[src/hdl/ctp_pkg.sv]
package ctp_pkg;

    localparam int COORD_WIDTH   = 32;
    localparam int CORDIC_STAGES = 24;
    localparam int SQRT_STEPS    = 33;
    localparam int SAT_BITS      = (COORD_WIDTH < 32) ? COORD_WIDTH : 32;

    localparam logic signed [33:0] GAIN_INV  = 34'sd652032874;
    localparam logic [49:0]        ALPHA_EPS = 50'd4096;
    localparam logic [49:0]        ALPHA_ONE = 50'h1_0000_0000;

    typedef enum logic [2:0] {
        CFG_APEX    = 3'd0,
        CFG_AXIS    = 3'd1,
        CFG_RADIAL  = 3'd2,
        CFG_ANGULAR = 3'd3,
        CFG_RADII   = 3'd4,
        CFG_HEIGHT  = 3'd5,
        CFG_OFFSETS = 3'd6
    } cfg_idx_t;

    typedef struct packed {
        logic signed [31:0] point_u;
        logic signed [31:0] point_v;
    } point_t;

    typedef struct packed {
        logic               mapped;
        logic signed [31:0] pos_x;
        logic signed [31:0] pos_y;
        logic signed [31:0] pos_z;
    } result_t;

    typedef struct packed {
        logic               valid;
        logic               mapped;
        logic               flip;
        logic signed [32:0] du;
        logic signed [32:0] dv;
        logic [32:0]        alpha;
        logic [33:0]        radius;
        logic signed [31:0] pz;
    } side_t;

    typedef struct packed {
        logic [65:0] rad;
        logic [34:0] rem;
        logic [32:0] root;
    } sqrt_t;

    typedef struct packed {
        logic signed [35:0] px;
        logic signed [35:0] py;
        logic [31:0]        pang;
        logic signed [35:0] qx;
        logic signed [35:0] qy;
        logic [31:0]        qang;
    } vec_t;

    typedef struct packed {
        logic signed [33:0] x;
        logic signed [33:0] y;
        logic signed [33:0] z;
    } rot_t;

    function automatic logic [31:0] atan_at(input logic [4:0] i);
        logic [31:0] a;
        unique case (i)
            5'd0:  a = 32'h20000000;
            5'd1:  a = 32'h12E4051E;
            5'd2:  a = 32'h09FB385B;
            5'd3:  a = 32'h051111D4;
            5'd4:  a = 32'h028B0D43;
            5'd5:  a = 32'h0145D7E1;
            5'd6:  a = 32'h00A2F61E;
            5'd7:  a = 32'h00517C55;
            5'd8:  a = 32'h0028BE53;
            5'd9:  a = 32'h00145F2F;
            5'd10: a = 32'h000A2F98;
            5'd11: a = 32'h000517CC;
            5'd12: a = 32'h00028BE6;
            5'd13: a = 32'h000145F3;
            5'd14: a = 32'h0000A2FA;
            5'd15: a = 32'h0000517D;
            5'd16: a = 32'h000028BE;
            5'd17: a = 32'h0000145F;
            5'd18: a = 32'h00000A30;
            5'd19: a = 32'h00000518;
            5'd20: a = 32'h0000028C;
            5'd21: a = 32'h00000146;
            5'd22: a = 32'h000000A3;
            5'd23: a = 32'h00000051;
            5'd24: a = 32'h00000029;
            5'd25: a = 32'h00000014;
            5'd26: a = 32'h0000000A;
            5'd27: a = 32'h00000005;
            5'd28: a = 32'h00000003;
            5'd29: a = 32'h00000001;
            5'd30: a = 32'h00000001;
            5'd31: a = 32'h00000000;
        endcase
        return a;
    endfunction

    function automatic logic signed [31:0] sat_out(input logic signed [36:0] v);
        logic signed [36:0] hi;
        logic signed [36:0] lo;
        logic signed [36:0] c;
        hi = (37'sd1 <<< (SAT_BITS - 1)) - 37'sd1;
        lo = -(37'sd1 <<< (SAT_BITS - 1));
        c  = v;
        if (v > hi)
            c = hi;
        else if (v < lo)
            c = lo;
        return c[31:0];
    endfunction

endpackage

[src/hdl/ctp_rot_cell.sv]
module ctp_rot_cell (
    input  logic           clk,
    input  logic           rst_n,
    input  logic [4:0]     stage,
    input  ctp_pkg::side_t side_in,
    input  ctp_pkg::rot_t  rin,
    output ctp_pkg::side_t side_out,
    output ctp_pkg::rot_t  rout
);
    import ctp_pkg::*;

    side_t              side_reg;
    rot_t               r_reg;
    rot_t               r_next;
    logic signed [33:0] xs, ys, a;

    always_comb
    begin
        a  = 34'(atan_at(stage));
        xs = rin.x >>> stage;
        ys = rin.y >>> stage;
        if (rin.z >= 34'sd0)
        begin
            r_next.x = rin.x - ys;
            r_next.y = rin.y + xs;
            r_next.z = rin.z - a;
        end
        else
        begin
            r_next.x = rin.x + ys;
            r_next.y = rin.y - xs;
            r_next.z = rin.z + a;
        end
    end

    always_ff @(posedge clk or negedge rst_n)
    begin
        if (!rst_n)
            side_reg <= '0;
        else
            side_reg <= side_in;
    end

    always_ff @(posedge clk)
    begin
        r_reg <= r_next;
    end

    assign side_out = side_reg;
    assign rout     = r_reg;
endmodule

[config.mk]
export PLATFORM = sky130hd
export DESIGN_NAME = ctp_rot_cell
export DESIGN_NICKNAME = d
export VERILOG_FILES = /design/src/hdl/ctp_pkg.sv /design/src/hdl/ctp_rot_cell.sv
export SDC_FILE = /design/constraint.sdc
export NUM_CORES = 1
export LEC_CHECK = 0
export BUFFER_PORTS_ARGS = -buffer_cell sky130_fd_sc_hd__buf_4
export CAP_MARGIN = 10
export CELL_PAD_IN_SITES_DETAIL_PLACEMENT = 1
export CELL_PAD_IN_SITES_GLOBAL_PLACEMENT = 2
export CORE_ASPECT_RATIO = 1.75
export CORE_MARGIN = 8
export CORE_UTILIZATION = 32
export DETAILED_ROUTE_END_ITERATION = 6
export PLACE_DENSITY_LB_ADDON = 0.1
export SKIP_LAST_GASP = 1
export SYNTH_ARGS = -nofsm -noshare
export SYNTH_HDL_FRONTEND = slang
export SYNTH_SLANG_ARGS = --single-unit
[constraint.sdc]
create_clock -name clk -period 0.8 [get_ports clk]
set_input_delay 0.12 -clock clk [delete_from_list [all_inputs] [get_ports clk]]
set_output_delay 0.12 -clock clk [all_outputs]
set_load 0.01 [all_outputs]
==> results by group <==
Clock network
  – Clock Pin Slew Worst Setup and Hold Paths: 0.08 ns
  – TritonCTS Buffers: 26
  – CTS tree: done
  – Root Buffer: clkbuf_16
  – CTS Sinks: 270
  – Clock tree buffer depth: 3
  – Hold_buf cts: 169
  – H-tree depth: 1

STA
  – Slew of the pin with the lowest slew margin: 1.16 ns
  – Setup TNS: -483.80 ns
  – Min Tclk post-route: approximately 5.5 ns
  – Final Hold Viols: 17
  – Final setup vio count: approximately 370
  – Min setup slack post-route: -4.73 ns
  – Relative slew slack: 0.221
  – Max Slew Vio Count: 0
  – WHS: -0.180 ns
  – Tcrit/Tclk final: 6.91
  – RSZ-0062 raised after global routing: yes
  – Max frequency: 181 MHz

Routing
  – Initial DRC count: 2022
  – DRC Markers: 0
  – WL final: 159000 um
  – Routed length per instance: 37.1 um
  – DR pass1 iterations: 6
  – Vias per cell: 6.01
  – Via Count: 25800
  – Final ANT Viol Nets: 0

Synthesis
  – Yosys cell types: slightly below 90
  – Post-synth EDFFs: 0
  – Cell Area, Synth: 18600 um2
  – Primary FF master, synth: dfrtp_1
  – Asr flop ratio synth: 0.622
  – Mapped Nets: 2290
  – Yosys warnings: 0
  – #FFs+latches synth: 270
  – Sequential-to-total area share from yosys stat: 0.335
  – Post-Synthesis Cells: 1900
  – Mean Syn Cell Area: 9.80 um2

Place
  – Placed Cells: 3887
  – RePlAce Congestion: 1.04
  – Port bufs: around 550
  – DP Wirelength: 102000 um

Cells and area
  – Layout cells sized above 1: 0.572
  – Post-Layout Cell Count: 4291
  – Area delta synth->final: 93.6%
  – Fin nets: 3867
  – Storage cell area: between 6000 and 7000 um2
  – Fill count: 6266
  – Multi-input gate area: 14100 um2

Floorplan
  – Row cnt: 117
  – Core ar.: about 58000 um2
  – Chip width: 198 um
  – Initial Util: 0.322
  – Die area: ~66000 um2
  – Die height: between 300 and 400 um
  – # IOs: 547

Setup path
  – Startpoint types: input pin
  – Worst setup EP type: flop
  – Worst Path Required: 1.33 ns
  – CP max stage delay: 0.91 ns
  – Maximum fanout along the worst path: 7
  – Worst path arrival time: 6.06 ns
  – WS Path Type: in2reg
  – Critical path's slowest cell: o21ai_0
  – Most frequent CP cell: buf_6

GRT
  – First-pass GRT wire length: 197000 um
  – Initial antenna violation count: 15
  – GR Util All Layers: 0.409
  – Gr ovfl total: 0
  – Vias in the first global route: 27100
  – Largest net degree at the start of global routing: 54

Hold path
  – Worst min path class: in2reg

Power
  – Peak supply drop: 1960 uV
  – LEAKAGE: 0.0169 uW
  – Power Dens Cells: between 2000 and 2500 nW/um2

Run status
  – Failing checks: hold timing, setup timing
  – Status: finished, violations left

Run
  – Max Cap Violations: 0
cells by family (layout without fill, tap and decap cells):
| kind of cell | after synthesis | in the layout | synth area share |
|---|---|---|---|
| and+or+nand+nor | 472 | 472 | 0.121 |
| xor gates and xnor gates | 176 | 176 | 0.0828 |
| other | 0 | 21 | 0 |
| AOI/OAI and AO/OA | 532 | 532 | 0.189 |
| muxes | 192 | 192 | 0.162 |
| DFF | 270 | 270 | 0.335 |
| adders and majority gates | 113 | 113 | 0.0771 |
| buffers and inverters | 145 | 1742 | 0.0331 |
worst paths after layout:
path	from	endpoint	slack [ns]	cells past startpoint
min in group asynchronous	rst_n	side_out[36]	-0.04	2
setup / recovery	stage[0]	rout[33]	-4.73	31
max in group asynchronous	rst_n	side_out[3]	0.26	3
hold / removal	rin[1]	rout[1]	-0.18	2
synthesized netlist by cell type, types with 6 or more instances:
cell | instances | area (um2)
a211o_1 | 9 | 78.8
a211oi_1 | 12 | 90.1
a21o_1 | 70 | 526
a21oi_1 | 136 | 681
a221oi_1 | 11 | 96.3
a22o_1 | 7 | 61.3
a22oi_1 | 10 | 75.1
a31o_2 | 6 | 52.6
a31oi_1 | 19 | 119
and2_1 | 13 | 81.3
and3_1 | 13 | 81.3
buf_1 | 15 | 56.3
buf_2 | 19 | 95.1
buf_4 | 9 | 67.6
clkbuf_1 | 50 | 188
dfrtp_1 | 168 | 4200
dfxtp_1 | 102 | 2040
ha_1 | 110 | 1380
inv_1 | 47 | 176
mux2_2 | 34 | 383
mux2i_1 | 75 | 751
mux4_2 | 81 | 1820
nand2_1 | 154 | 578
nand2b_1 | 27 | 169
nand3_1 | 32 | 160
nand4_1 | 13 | 81.3
nor2_1 | 122 | 458
nor2b_1 | 22 | 138
nor3_1 | 25 | 125
nor4_1 | 6 | 37.5
o211ai_1 | 21 | 158
o21a_1 | 16 | 120
o21ai_0 | 95 | 475
o21bai_1 | 13 | 97.6
o221ai_1 | 6 | 52.6
o22a_1 | 6 | 52.6
o22ai_1 | 24 | 150
o31ai_1 | 12 | 90.1
or2_2 | 13 | 81.3
xnor2_1 | 95 | 832
xor2_1 | 81 | 709
layer usage:
metal / wire length [um] / track usage
met1: 50200 / 0.407
met2: 74000 / 0.713
met3: 15100 / 0.0915
met4: 19900 / 0.350
met5: 117 / 0
sequential cells by signal (all words and copies together), names as in the netlist:
| register | flops |
|---|---|
| side_out | 168 |
| rout | 102 |
power breakdown:
part	internal (uW)	switching (uW)	total, uW	leakage [uW]
clock network	7240	7330	14600	0.000434
registers	16300	1600	17900	0.00282
logic	19500	21500	41000	0.0137
total	43000	30500	73500	0.0169
through the flow:
| step | total power, uW | utilization | hold WS, ns | setup slack [ns] | instance area, um2 |
|---|---|---|---|---|---|
| after floorplan | 30200 | - | -0.176 | -3.97 | 19200 |
| after global placement | 47400 | 0.513 | -0.0255 | -4.78 | 29700 |
| after detailed placement | 48200 | 0.513 | -0.0248 | -4.96 | 29700 |
| after CTS | 65800 | 0.597 | -0.194 | -3.80 | 34500 |
| after global routing | 74800 | 0.623 | -0.163 | -4.81 | 36000 |
| final | 73500 | 0.624 | -0.180 | -4.73 | 36100 |
final cells by class:
type                       instances  area share
inverter                          50     0.00576
tap                              773      0.0268
multi-input combinational       1485       0.390
antenna                           21     0.00146
clock buffer                      31      0.0188
timing repair buffer            1644       0.378
sequential                       270       0.173
clock inverter                    17     0.00611
cells in the final DEF (no fill, tap or decap), drive strengths merged, types with 14 or more instances in the layout:
| cell type | netlist | final |
|---|---|---|
| o21a | 16 | 16 |
| mux4 | 83 | 83 |
| nand3 | 32 | 32 |
| nor3 | 27 | 27 |
| a21oi | 136 | 136 |
| mux2 | 34 | 34 |
| ha | 110 | 110 |
| mux2i | 75 | 75 |
| xor2 | 81 | 81 |
| o21ai | 102 | 102 |
| xnor2 | 95 | 95 |
| o211ai | 21 | 21 |
| nand2b | 27 | 27 |
| or2 | 15 | 15 |
| nand2 | 154 | 154 |
| a31oi | 19 | 19 |
| a21o | 70 | 70 |
| nor2 | 122 | 122 |
| o22ai | 24 | 24 |
| nor2b | 22 | 22 |
| dfrtp | 168 | 168 |
| o31ai | 14 | 14 |
| diode | 0 | 21 |
| clkbuf | 50 | 32 |
| dfxtp | 102 | 102 |
| inv | 48 | 53 |
| dlygate4sd3 | 0 | 169 |
| buf | 45 | 1473 |
critical path: cells and delay by family:
family | cells | cell delay (ns)
AND/OR/NAND/NOR | 5 | 0.59
AO/OA/AOI/OAI | 6 | 2.14
XOR/XNOR | 2 | 0.42
buffers and inverters | 13 | 1.47
adder cells (fa/ha/maj) | 3 | 0.60
multiplexers | 2 | 0.70
timing repair:
| action | in CTS | in global routing |
|---|---|---|
| endpoints found under the setup margin | 372 | 372 |
| endpoints found under the hold margin | 357 | 17 |
| setup buffers | 103 | 77 |
| pin swaps | 155 | 174 |
| cloned | 5 | 1 |
| gates resized for setup | 288 | 198 |
Power figures use the tool's default switching activity.
