## src/hdl/ctp_pkg.sv

```systemverilog
package ctp_pkg;

    localparam int COORD_WIDTH   = 32;
    localparam int CORDIC_STAGES = 24;
    localparam int SQRT_STEPS    = 33;
    localparam int SAT_BITS      = (COORD_WIDTH < 32) ? COORD_WIDTH : 32;

    localparam logic signed [33:0] GAIN_INV  = 34'sd652032874;
    localparam logic [49:0]        ALPHA_EPS = 50'd4096;
    localparam logic [49:0]        ALPHA_ONE = 50'h1_0000_0000;

    typedef enum logic [2:0] {
        CFG_APEX    = 3'd0,
        CFG_AXIS    = 3'd1,
        CFG_RADIAL  = 3'd2,
        CFG_ANGULAR = 3'd3,
        CFG_RADII   = 3'd4,
        CFG_HEIGHT  = 3'd5,
        CFG_OFFSETS = 3'd6
    } cfg_idx_t;

    typedef struct packed {
        logic signed [31:0] point_u;
        logic signed [31:0] point_v;
    } point_t;

    typedef struct packed {
        logic               mapped;
        logic signed [31:0] pos_x;
        logic signed [31:0] pos_y;
        logic signed [31:0] pos_z;
    } result_t;

    typedef struct packed {
        logic               valid;
        logic               mapped;
        logic               flip;
        logic signed [32:0] du;
        logic signed [32:0] dv;
        logic [32:0]        alpha;
        logic [33:0]        radius;
        logic signed [31:0] pz;
    } side_t;

    typedef struct packed {
        logic [65:0] rad;
        logic [34:0] rem;
        logic [32:0] root;
    } sqrt_t;

    typedef struct packed {
        logic signed [35:0] px;
        logic signed [35:0] py;
        logic [31:0]        pang;
        logic signed [35:0] qx;
        logic signed [35:0] qy;
        logic [31:0]        qang;
    } vec_t;

    typedef struct packed {
        logic signed [33:0] x;
        logic signed [33:0] y;
        logic signed [33:0] z;
    } rot_t;

    function automatic logic [31:0] atan_at(input logic [4:0] i);
        logic [31:0] a;
        unique case (i)
            5'd0:  a = 32'h20000000;
            5'd1:  a = 32'h12E4051E;
            5'd2:  a = 32'h09FB385B;
            5'd3:  a = 32'h051111D4;
            5'd4:  a = 32'h028B0D43;
            5'd5:  a = 32'h0145D7E1;
            5'd6:  a = 32'h00A2F61E;
            5'd7:  a = 32'h00517C55;
            5'd8:  a = 32'h0028BE53;
            5'd9:  a = 32'h00145F2F;
            5'd10: a = 32'h000A2F98;
            5'd11: a = 32'h000517CC;
            5'd12: a = 32'h00028BE6;
            5'd13: a = 32'h000145F3;
            5'd14: a = 32'h0000A2FA;
            5'd15: a = 32'h0000517D;
            5'd16: a = 32'h000028BE;
            5'd17: a = 32'h0000145F;
            5'd18: a = 32'h00000A30;
            5'd19: a = 32'h00000518;
            5'd20: a = 32'h0000028C;
            5'd21: a = 32'h00000146;
            5'd22: a = 32'h000000A3;
            5'd23: a = 32'h00000051;
            5'd24: a = 32'h00000029;
            5'd25: a = 32'h00000014;
            5'd26: a = 32'h0000000A;
            5'd27: a = 32'h00000005;
            5'd28: a = 32'h00000003;
            5'd29: a = 32'h00000001;
            5'd30: a = 32'h00000001;
            5'd31: a = 32'h00000000;
        endcase
        return a;
    endfunction

    function automatic logic signed [31:0] sat_out(input logic signed [36:0] v);
        logic signed [36:0] hi;
        logic signed [36:0] lo;
        logic signed [36:0] c;
        hi = (37'sd1 <<< (SAT_BITS - 1)) - 37'sd1;
        lo = -(37'sd1 <<< (SAT_BITS - 1));
        c  = v;
        if (v > hi)
            c = hi;
        else if (v < lo)
            c = lo;
        return c[31:0];
    endfunction

endpackage

```

## src/hdl/ctp_vec_cell.sv

```systemverilog
module ctp_vec_cell (
    input  logic           clk,
    input  logic           rst_n,
    input  logic [4:0]     stage,
    input  ctp_pkg::side_t side_in,
    input  ctp_pkg::vec_t  vin,
    output ctp_pkg::side_t side_out,
    output ctp_pkg::vec_t  vout
);
    import ctp_pkg::*;

    side_t              side_reg;
    vec_t               v_reg;
    vec_t               v_next;
    logic signed [35:0] pxs, pys, qxs, qys;
    logic [31:0]        a;

    always_comb
    begin
        a   = atan_at(stage);
        pxs = vin.px >>> stage;
        pys = vin.py >>> stage;
        qxs = vin.qx >>> stage;
        qys = vin.qy >>> stage;
        if (vin.py > 36'sd0)
        begin
            v_next.px   = vin.px + pys;
            v_next.py   = vin.py - pxs;
            v_next.pang = vin.pang + a;
        end
        else
        begin
            v_next.px   = vin.px - pys;
            v_next.py   = vin.py + pxs;
            v_next.pang = vin.pang - a;
        end
        if (vin.qy > 36'sd0)
        begin
            v_next.qx   = vin.qx + qys;
            v_next.qy   = vin.qy - qxs;
            v_next.qang = vin.qang + a;
        end
        else
        begin
            v_next.qx   = vin.qx - qys;
            v_next.qy   = vin.qy + qxs;
            v_next.qang = vin.qang - a;
        end
    end

    always_ff @(posedge clk or negedge rst_n)
    begin
        if (!rst_n)
            side_reg <= '0;
        else
            side_reg <= side_in;
    end

    always_ff @(posedge clk)
    begin
        v_reg <= v_next;
    end

    assign side_out = side_reg;
    assign vout     = v_reg;
endmodule

```

## config.mk

```make
export PLATFORM = sky130hd
export DESIGN_NAME = ctp_vec_cell
export DESIGN_NICKNAME = d
export VERILOG_FILES = /design/src/hdl/ctp_pkg.sv /design/src/hdl/ctp_vec_cell.sv
export SDC_FILE = /design/constraint.sdc
export NUM_CORES = 1
export LEC_CHECK = 0
export BUFFER_PORTS_ARGS = -buffer_cell sky130_fd_sc_hd__buf_4
export CAP_MARGIN = 0
export CORE_AREA = 4 4 293 295
export CTS_CLUSTER_DIAMETER = 60
export DETAILED_ROUTE_END_ITERATION = 6
export DIE_AREA = 0 0 297 299
export GPL_TIMING_DRIVEN = 1
export PLACE_DENSITY = 0.69
export SYNTH_ARGS = -nofsm -noshare
export SYNTH_HDL_FRONTEND = slang
export SYNTH_SLANG_ARGS = --single-unit
export TNS_END_PERCENT = 100
```

## constraint.sdc

```tcl
create_clock -name clk -period 0.8 [get_ports clk]
set_clock_uncertainty 0.05 [all_clocks]
set_input_delay 0.08 -clock clk [delete_from_list [all_inputs] [get_ports clk]]
set_output_delay 0.08 -clock clk [all_outputs]
set_load 0.05 [all_outputs]
```

==> results of run 1 <==
metrics by stage:
step                TNS, ns  util, %  worst slack, ns
global route        -851.94     72.5            -4.15
floorplan           -686.88        -            -4.84
detailed placement  -798.03     62.3            -4.84
CTS                 -807.13     70.5            -3.80
finish              -813.41     72.5            -4.01
global placement    -791.28     62.3            -4.86
cell type report:
type | count | area [um2]
multi-input cells | 2901 | 26300
fillers | 6091 | 22900
repair buffers | 2699 | 22300
flip-flops and latches | 376 | 8370
well taps | 1080 | 1350
clock buffers | 59 | 1300
clock inverters | 27 | 360
inverters | 86 | 342
diodes | 8 | 20.0
state kept, by name (all words and copies together), names as in the netlist:
name and cells:
side_out 168, vout 208
power groups by stage:
stage               combinational, mW  clock, mW  sequential (mW)
detailed placement               72.7          0             26.0
CTS                              78.4       22.9             25.7
floorplan                        23.1          0             42.5
global route                     85.8       23.7             26.1
finish                           82.4       22.6             25.8
global placement                 72.3          0             26.0
layout by cell type (no fill, tap or decap), types with 36 or more instances in the layout:
| cell | count |
|---|---|
| a21oi_1 | 208 |
| nor2_1 | 239 |
| mux4_2 | 172 |
| a21o_1 | 89 |
| mux2_2 | 55 |
| buf_12 | 63 |
| a21oi_2 | 84 |
| nand3_1 | 48 |
| inv_1 | 73 |
| dlygate4sd3_1 | 171 |
| a31oi_1 | 38 |
| mux2i_1 | 127 |
| nand2_1 | 229 |
| o21ai_1 | 50 |
| xor2_1 | 98 |
| dfxtp_1 | 208 |
| clkbuf_16 | 50 |
| ha_1 | 188 |
| o21a_1 | 47 |
| buf_6 | 92 |
| dfrtp_1 | 168 |
| nand2b_1 | 36 |
| xnor2_1 | 166 |
| nor3_1 | 68 |
| buf_4 | 2346 |
| o21ai_0 | 93 |
cell families after synthesis:
kind of cell,Yosys count
AO/OA/AOI/OAI,1024
AND/OR/NAND/NOR,954
multiplexers,395
flip-flops,376
XOR/XNOR,309
buffers and inverters,280
adder cells (fa/ha/maj),219
what timing repair did:
action / in CTS / in global routing
pin swaps: 197 / 172
hold endpoints to repair: 422 / 73
setup endpoints to repair: 584 / 584
cloned: 14 / 2
setup buffers: 156 / 67
resized for setup: 405 / 257
per-layer routing:
metal  share of wire (%)  track usage, %  wire [um]  vias up
met5               0.014               0         27        -
met1                  35            44.2      66500    20100
met4                 9.2            30.4      17800        4
met2                  49            71.5      93700     2324
met3                 7.6            7.46      14600      728
li1                    -               -          -    18600
worst paths after layout:
kind	start	to
max	stage[2]	vout[103]
min	vin[32]	vout[32]
max in group asynchronous	rst_n	side_out[159]
min in group asynchronous	rst_n	side_out[0]
==> results_dict.tcl, run 1 <==
set metrics [dict create \
    outcome "finished, violations left" \
    violations "hold timing, setup timing" \
    ant_nets 0 \
    io_pins 759 \
    syn_nets 4159 \
    grt_antenna_before_repair 16 \
    grt_usage_pct 40.9 \
    cp_top_family "compound AO/OA/AOI/OAI gates" \
    hold_depth 2 \
    p_comb_share_pct 63.0 \
    hpwl_mm 152 \
    cts_tree "done" \
    synth_simple_gate_area_share_pct 14.2 \
    die_y_um 299 \
    clock.fmax_mhz 208 \
    yosys.area.top_type "dfrtp_1" \
    p_int_mw 72.4 \
    synth_area_leaders "dfrtp_1 13%, dfxtp_1 13%, mux4_2 12%" \
    drc_errors 0 \
    arrival_ns 5.22 \
    finalCritPeriodShare_pct 601 \
    finalHoldViolations 77 \
    max_stage_delay_ns 0.53 \
    cp-end-kind "flip-flop" \
    rows 106 \
    swShare_pct 44.6 \
    crit_slowest_cell "mux4_2" \
    finalSetupViolCount 584 \
    clkSinkCount 376 \
    yosysSeqAreaShare_pct 25.7 \
    cts_root_buffer "clkbuf_16" \
    dp_cells 6759 \
    power.density_nw_per_um2 2170 \
    tightest_slew_ns 0.752 \
    min_path_type "in -> reg" \
    wl_per_cell_um 26.6 \
    whs_ns -0.282 \
    cp-start-kind "primary input" \
    slew_violations 0 \
    yosysMostFrequentCell "a21oi_1" \
    rsz0062_at_grt "true" \
    synth_area_um2 32600 \
    synth_top_area_share_pct 12.9 \
    cp_num_buf_inv 7 \
    placed_cell_area_um2 51800 \
    async_reset_ff_share_pct 44.7 \
    ys_top_cells_by_count "299 x a21oi_1, 275 x nor2_1, 254 x nand2_1" \
    power_switching_mw 58.4 \
    core_area_um2 83200 \
    clock_path_buffers 3 \
    dieArea_um2 88800 \
    critPathRequiredTime_ns 1.21 \
    syn_area_per_cell_um2 9.17 \
    final_area_um2 60300 \
    drive_above_1_share_pct 55.1 \
    syn2layout_area_growth_pct 84.8 \
    synth.area.mux_share_pct 19.0 \
    drt_first_iter_violations 3768 \
    synth_warnings 0 \
    ys.flop_type "dfxtp_1" \
    path_clk_slew_ns 0.06 \
    worst_slack_ns -4.01 \
    grt_pass1_vias 42700 \
    cts_buffers 47 \
    dr.pass1.iters 6 \
    vias 41700 \
    io_buffers 758 \
    path_depth 27 \
    synth_top_family_by_area "compound AO/OA/AOI/OAI gates" \
    die_w_um 297 \
    fin_nets 6713 \
    synthAdderAreaFrac_pct 8.54 \
    htreeDepth 2 \
    grt_pass1_wl_mm 275 \
    initial_core_util_pct 39.2 \
    power.leakage_nw 28.4 \
    fin_crit_ns 4.81 \
    synth_seq_cells 376 \
    grt_overflow 0 \
    crit_path_max_fanout 8 \
    viasPerCell 5.76 \
    cap_violations 0 \
    synth_compound_area_share_pct 20.5 \
    place.gp.congestion 1.08 \
    clockPowerShare_pct 17.3 \
    crit_type "in -> reg" \
    slew_headroom_pct 49.9 \
    drt_wl_total_mm 193 \
    synthCells 3557 \
    pwr-share-seq_pct 19.7 \
    grt_max_degree 35 \
    final-instance-count-excl-fill 7236 \
    synth_edf_count 0 \
    yosys.area_share.xor_xnor_pct 8.30 \
    power_mw 131 \
    ys_types 98 \
    hold_buffers 171 \
    vdd_drop_max_mv 3.06 \
]
(Power assumes the default switching activity.)
==> run 2, diff against run 1 <==
BUFFER_PORTS_ARGS = not set   (was -buffer_cell sky130_fd_sc_hd__buf_4)
DONT_BUFFER_PORTS = 1   (was not set)
PLACE_DENSITY = 0.61   (was 0.69)
==> run 2 against run 1 <==
  * The flow still finishes with violations (hold timing, setup timing)
  * Critical path depth decreased by 3
  * Non-clock buffer count decreased by 593
  * Global-route usage decreased by 4.0 points
  * Worst setup slack improved by 0.046 ns
  * Worst hold slack got worse by 0.60 ns
  * Critical endpoint is now vout[134]
  * Clock-buffer cell count increased by 3
  * Total power increased by 6.6%
==> results_dict.tcl, run 2 (synthesis gave the netlist of run 1 again) <==
set metrics [dict create \
    min_path_type "in -> async" \
    use_met2_pct 64.2 \
    max_stage_delay_ns 0.37 \
    cts_tree "done" \
    grtUsageMet3_pct 8.52 \
    drt_wl_total_mm 173 \
    path_depth 24 \
    path_clk_slew_ns 0.06 \
    slew_headroom_pct 48.5 \
    regArea_um2 8370 \
    slew_violations 0 \
    hold_buffers 332 \
    core_area_um2 83200 \
    multi_input_area_um2 26300 \
    clock_path_buffers 3 \
    finalCritPeriodShare_pct 595 \
    rows 106 \
    cp-start-kind "primary input" \
    viasPerCell 5.86 \
    grt_usage_pct 36.8 \
    outcome "finished, violations left" \
    grt_use_met1_pct 39.5 \
    initial_core_util_pct 39.2 \
    worst_slack_ns -3.96 \
    whs_ns -0.878 \
    cp-end-kind "flip-flop" \
    io_pins 759 \
    cp_num_buf_inv 4 \
    grt_antenna_before_repair 10 \
    cts_root_buffer "clkbuf_16" \
    dr.pass1.iters 6 \
    fillers 5754 \
    grt_pass1_vias 39700 \
    crit_start "stage[4]" \
    crit_type "in -> reg" \
    grt_busiest_layer "met2" \
    cp_top_family "compound AO/OA/AOI/OAI gates" \
    crit_chain "inv_4 > buf_6 > buf_4 > mux2i_1 > o21a_1 > ha_4 > inv_2 > a2111oi_4 > and3_4 > and3_4 > nand2_4 > nor3b_4 > nor2_2 > o21ai_1 > ha_1 > a21o_1 > a21o_1 > a221oi_2 > o21ai_2 > a21o_1 > a221o_1 > a211o_1 > o31ai_4 > xnor2_1" \
    violations "hold timing, setup timing" \
    finalSetupViolCount 606 \
    power.leakage_nw 26.8 \
    die_w_um 297 \
    place.gp.congestion 0.987 \
    power.density_nw_per_um2 2320 \
    final.setup.tns_ns -787.73 \
    postLayoutCoreUtil_pct 72.2 \
    io_buffers 0 \
    largest_reg_flops 208 \
    drc_errors 0 \
    hpwl_mm 128 \
    finalHoldViolations 371 \
    die_y_um 299 \
    wl_per_cell_um 26.0 \
    crit_path_max_fanout 146 \
    mostFrequentLayoutCells "1,290 x buf_4, 396 x buf_12, 332 x dlygate4sd3_1" \
    tightest_slew_ns 0.771 \
    htreeDepth 2 \
    grt_pass1_wl_mm 252 \
    critPathRequiredTime_ns 1.31 \
    drive_above_1_share_pct 47.9 \
    grt_max_degree 209 \
    vdd_drop_max_mv 2.36 \
    grt_overflow 0 \
    rsz0062_at_grt "true" \
    worst_path_most_repeated_cell "a21o_1" \
    drt_first_iter_violations 3983 \
    dieArea_um2 88800 \
    cap_violations 0 \
    endpoint "vout[134]" \
    crit_slowest_cell "a211o_1" \
    arrival_ns 5.27 \
    fin_crit_ns 4.76 \
    fin_nets 6121 \
    ant_nets 0 \
    power_mw 139 \
    clock.fmax_mhz 210 \
    cts_buffers 48 \
    vias 38900 \
    layout_commonest_cell "buf_4" \
    clkSinkCount 376 \
    syn2layout_area_growth_pct 84.0 \
]
[run 2: area by class of cell]
type | count | share of cell area, %
repair buffers | 2106 | 36.6
diodes | 6 | 0.0250
inverters | 86 | 0.590
clock buffers | 62 | 2.24
multi-input cells | 2901 | 43.8
clock inverters | 27 | 0.609
well taps | 1080 | 2.25
flip-flops and latches | 376 | 13.9
[run 2: where the power goes]
part | switching [mW] | internal, mW | leakage (nW)
clock network | 9.25 | 14.0 | 0.840
logic | 43.6 | 44.4 | 22.3
registers | 4.16 | 23.9 | 3.71
[run 2: worst min path at each step]
stage,depth (start not counted),slack (ns),endpoint,startpoint
final,0,-0.88,side_out[100],rst_n
after global routing,0,-0.90,side_out[8],rst_n
after CTS,0,-0.91,side_out[27],rst_n
after detailed placement,0,-0.26,side_out[49],rst_n
after global placement,0,-0.26,side_out[130],rst_n
after floorplan,0,-0.27,side_out[0],rst_n
[run 2: through the flow]
stage	setup WS, ns	hold slack (ns)	cell area [um2]	std cells
final	-3.96	-0.878	60000	6644
after global routing	-4.03	-0.899	60000	6643
after CTS	-3.63	-0.908	58700	6580
after detailed placement	-4.48	-0.259	50800	6057
after global placement	-4.29	-0.259	50800	6057
after floorplan	-4.84	-0.266	33600	3557
[run 2: repair_timing]
action / CTS / global route
buffers inserted: 126 / 64
endpoints found under the setup margin: 584 / 594
hold endpoints to repair: 543 / 369
pin swaps: 284 / 215
resized for setup: 446 / 172
[run 2: per-layer routing]
metal | up-vias | routed length [um]
met1 | 18700 | 58900
li1 | 17400 | -
met2 | 2148 | 83500
met5 | - | 27
met3 | 712 | 14600
met4 | 4 | 15800
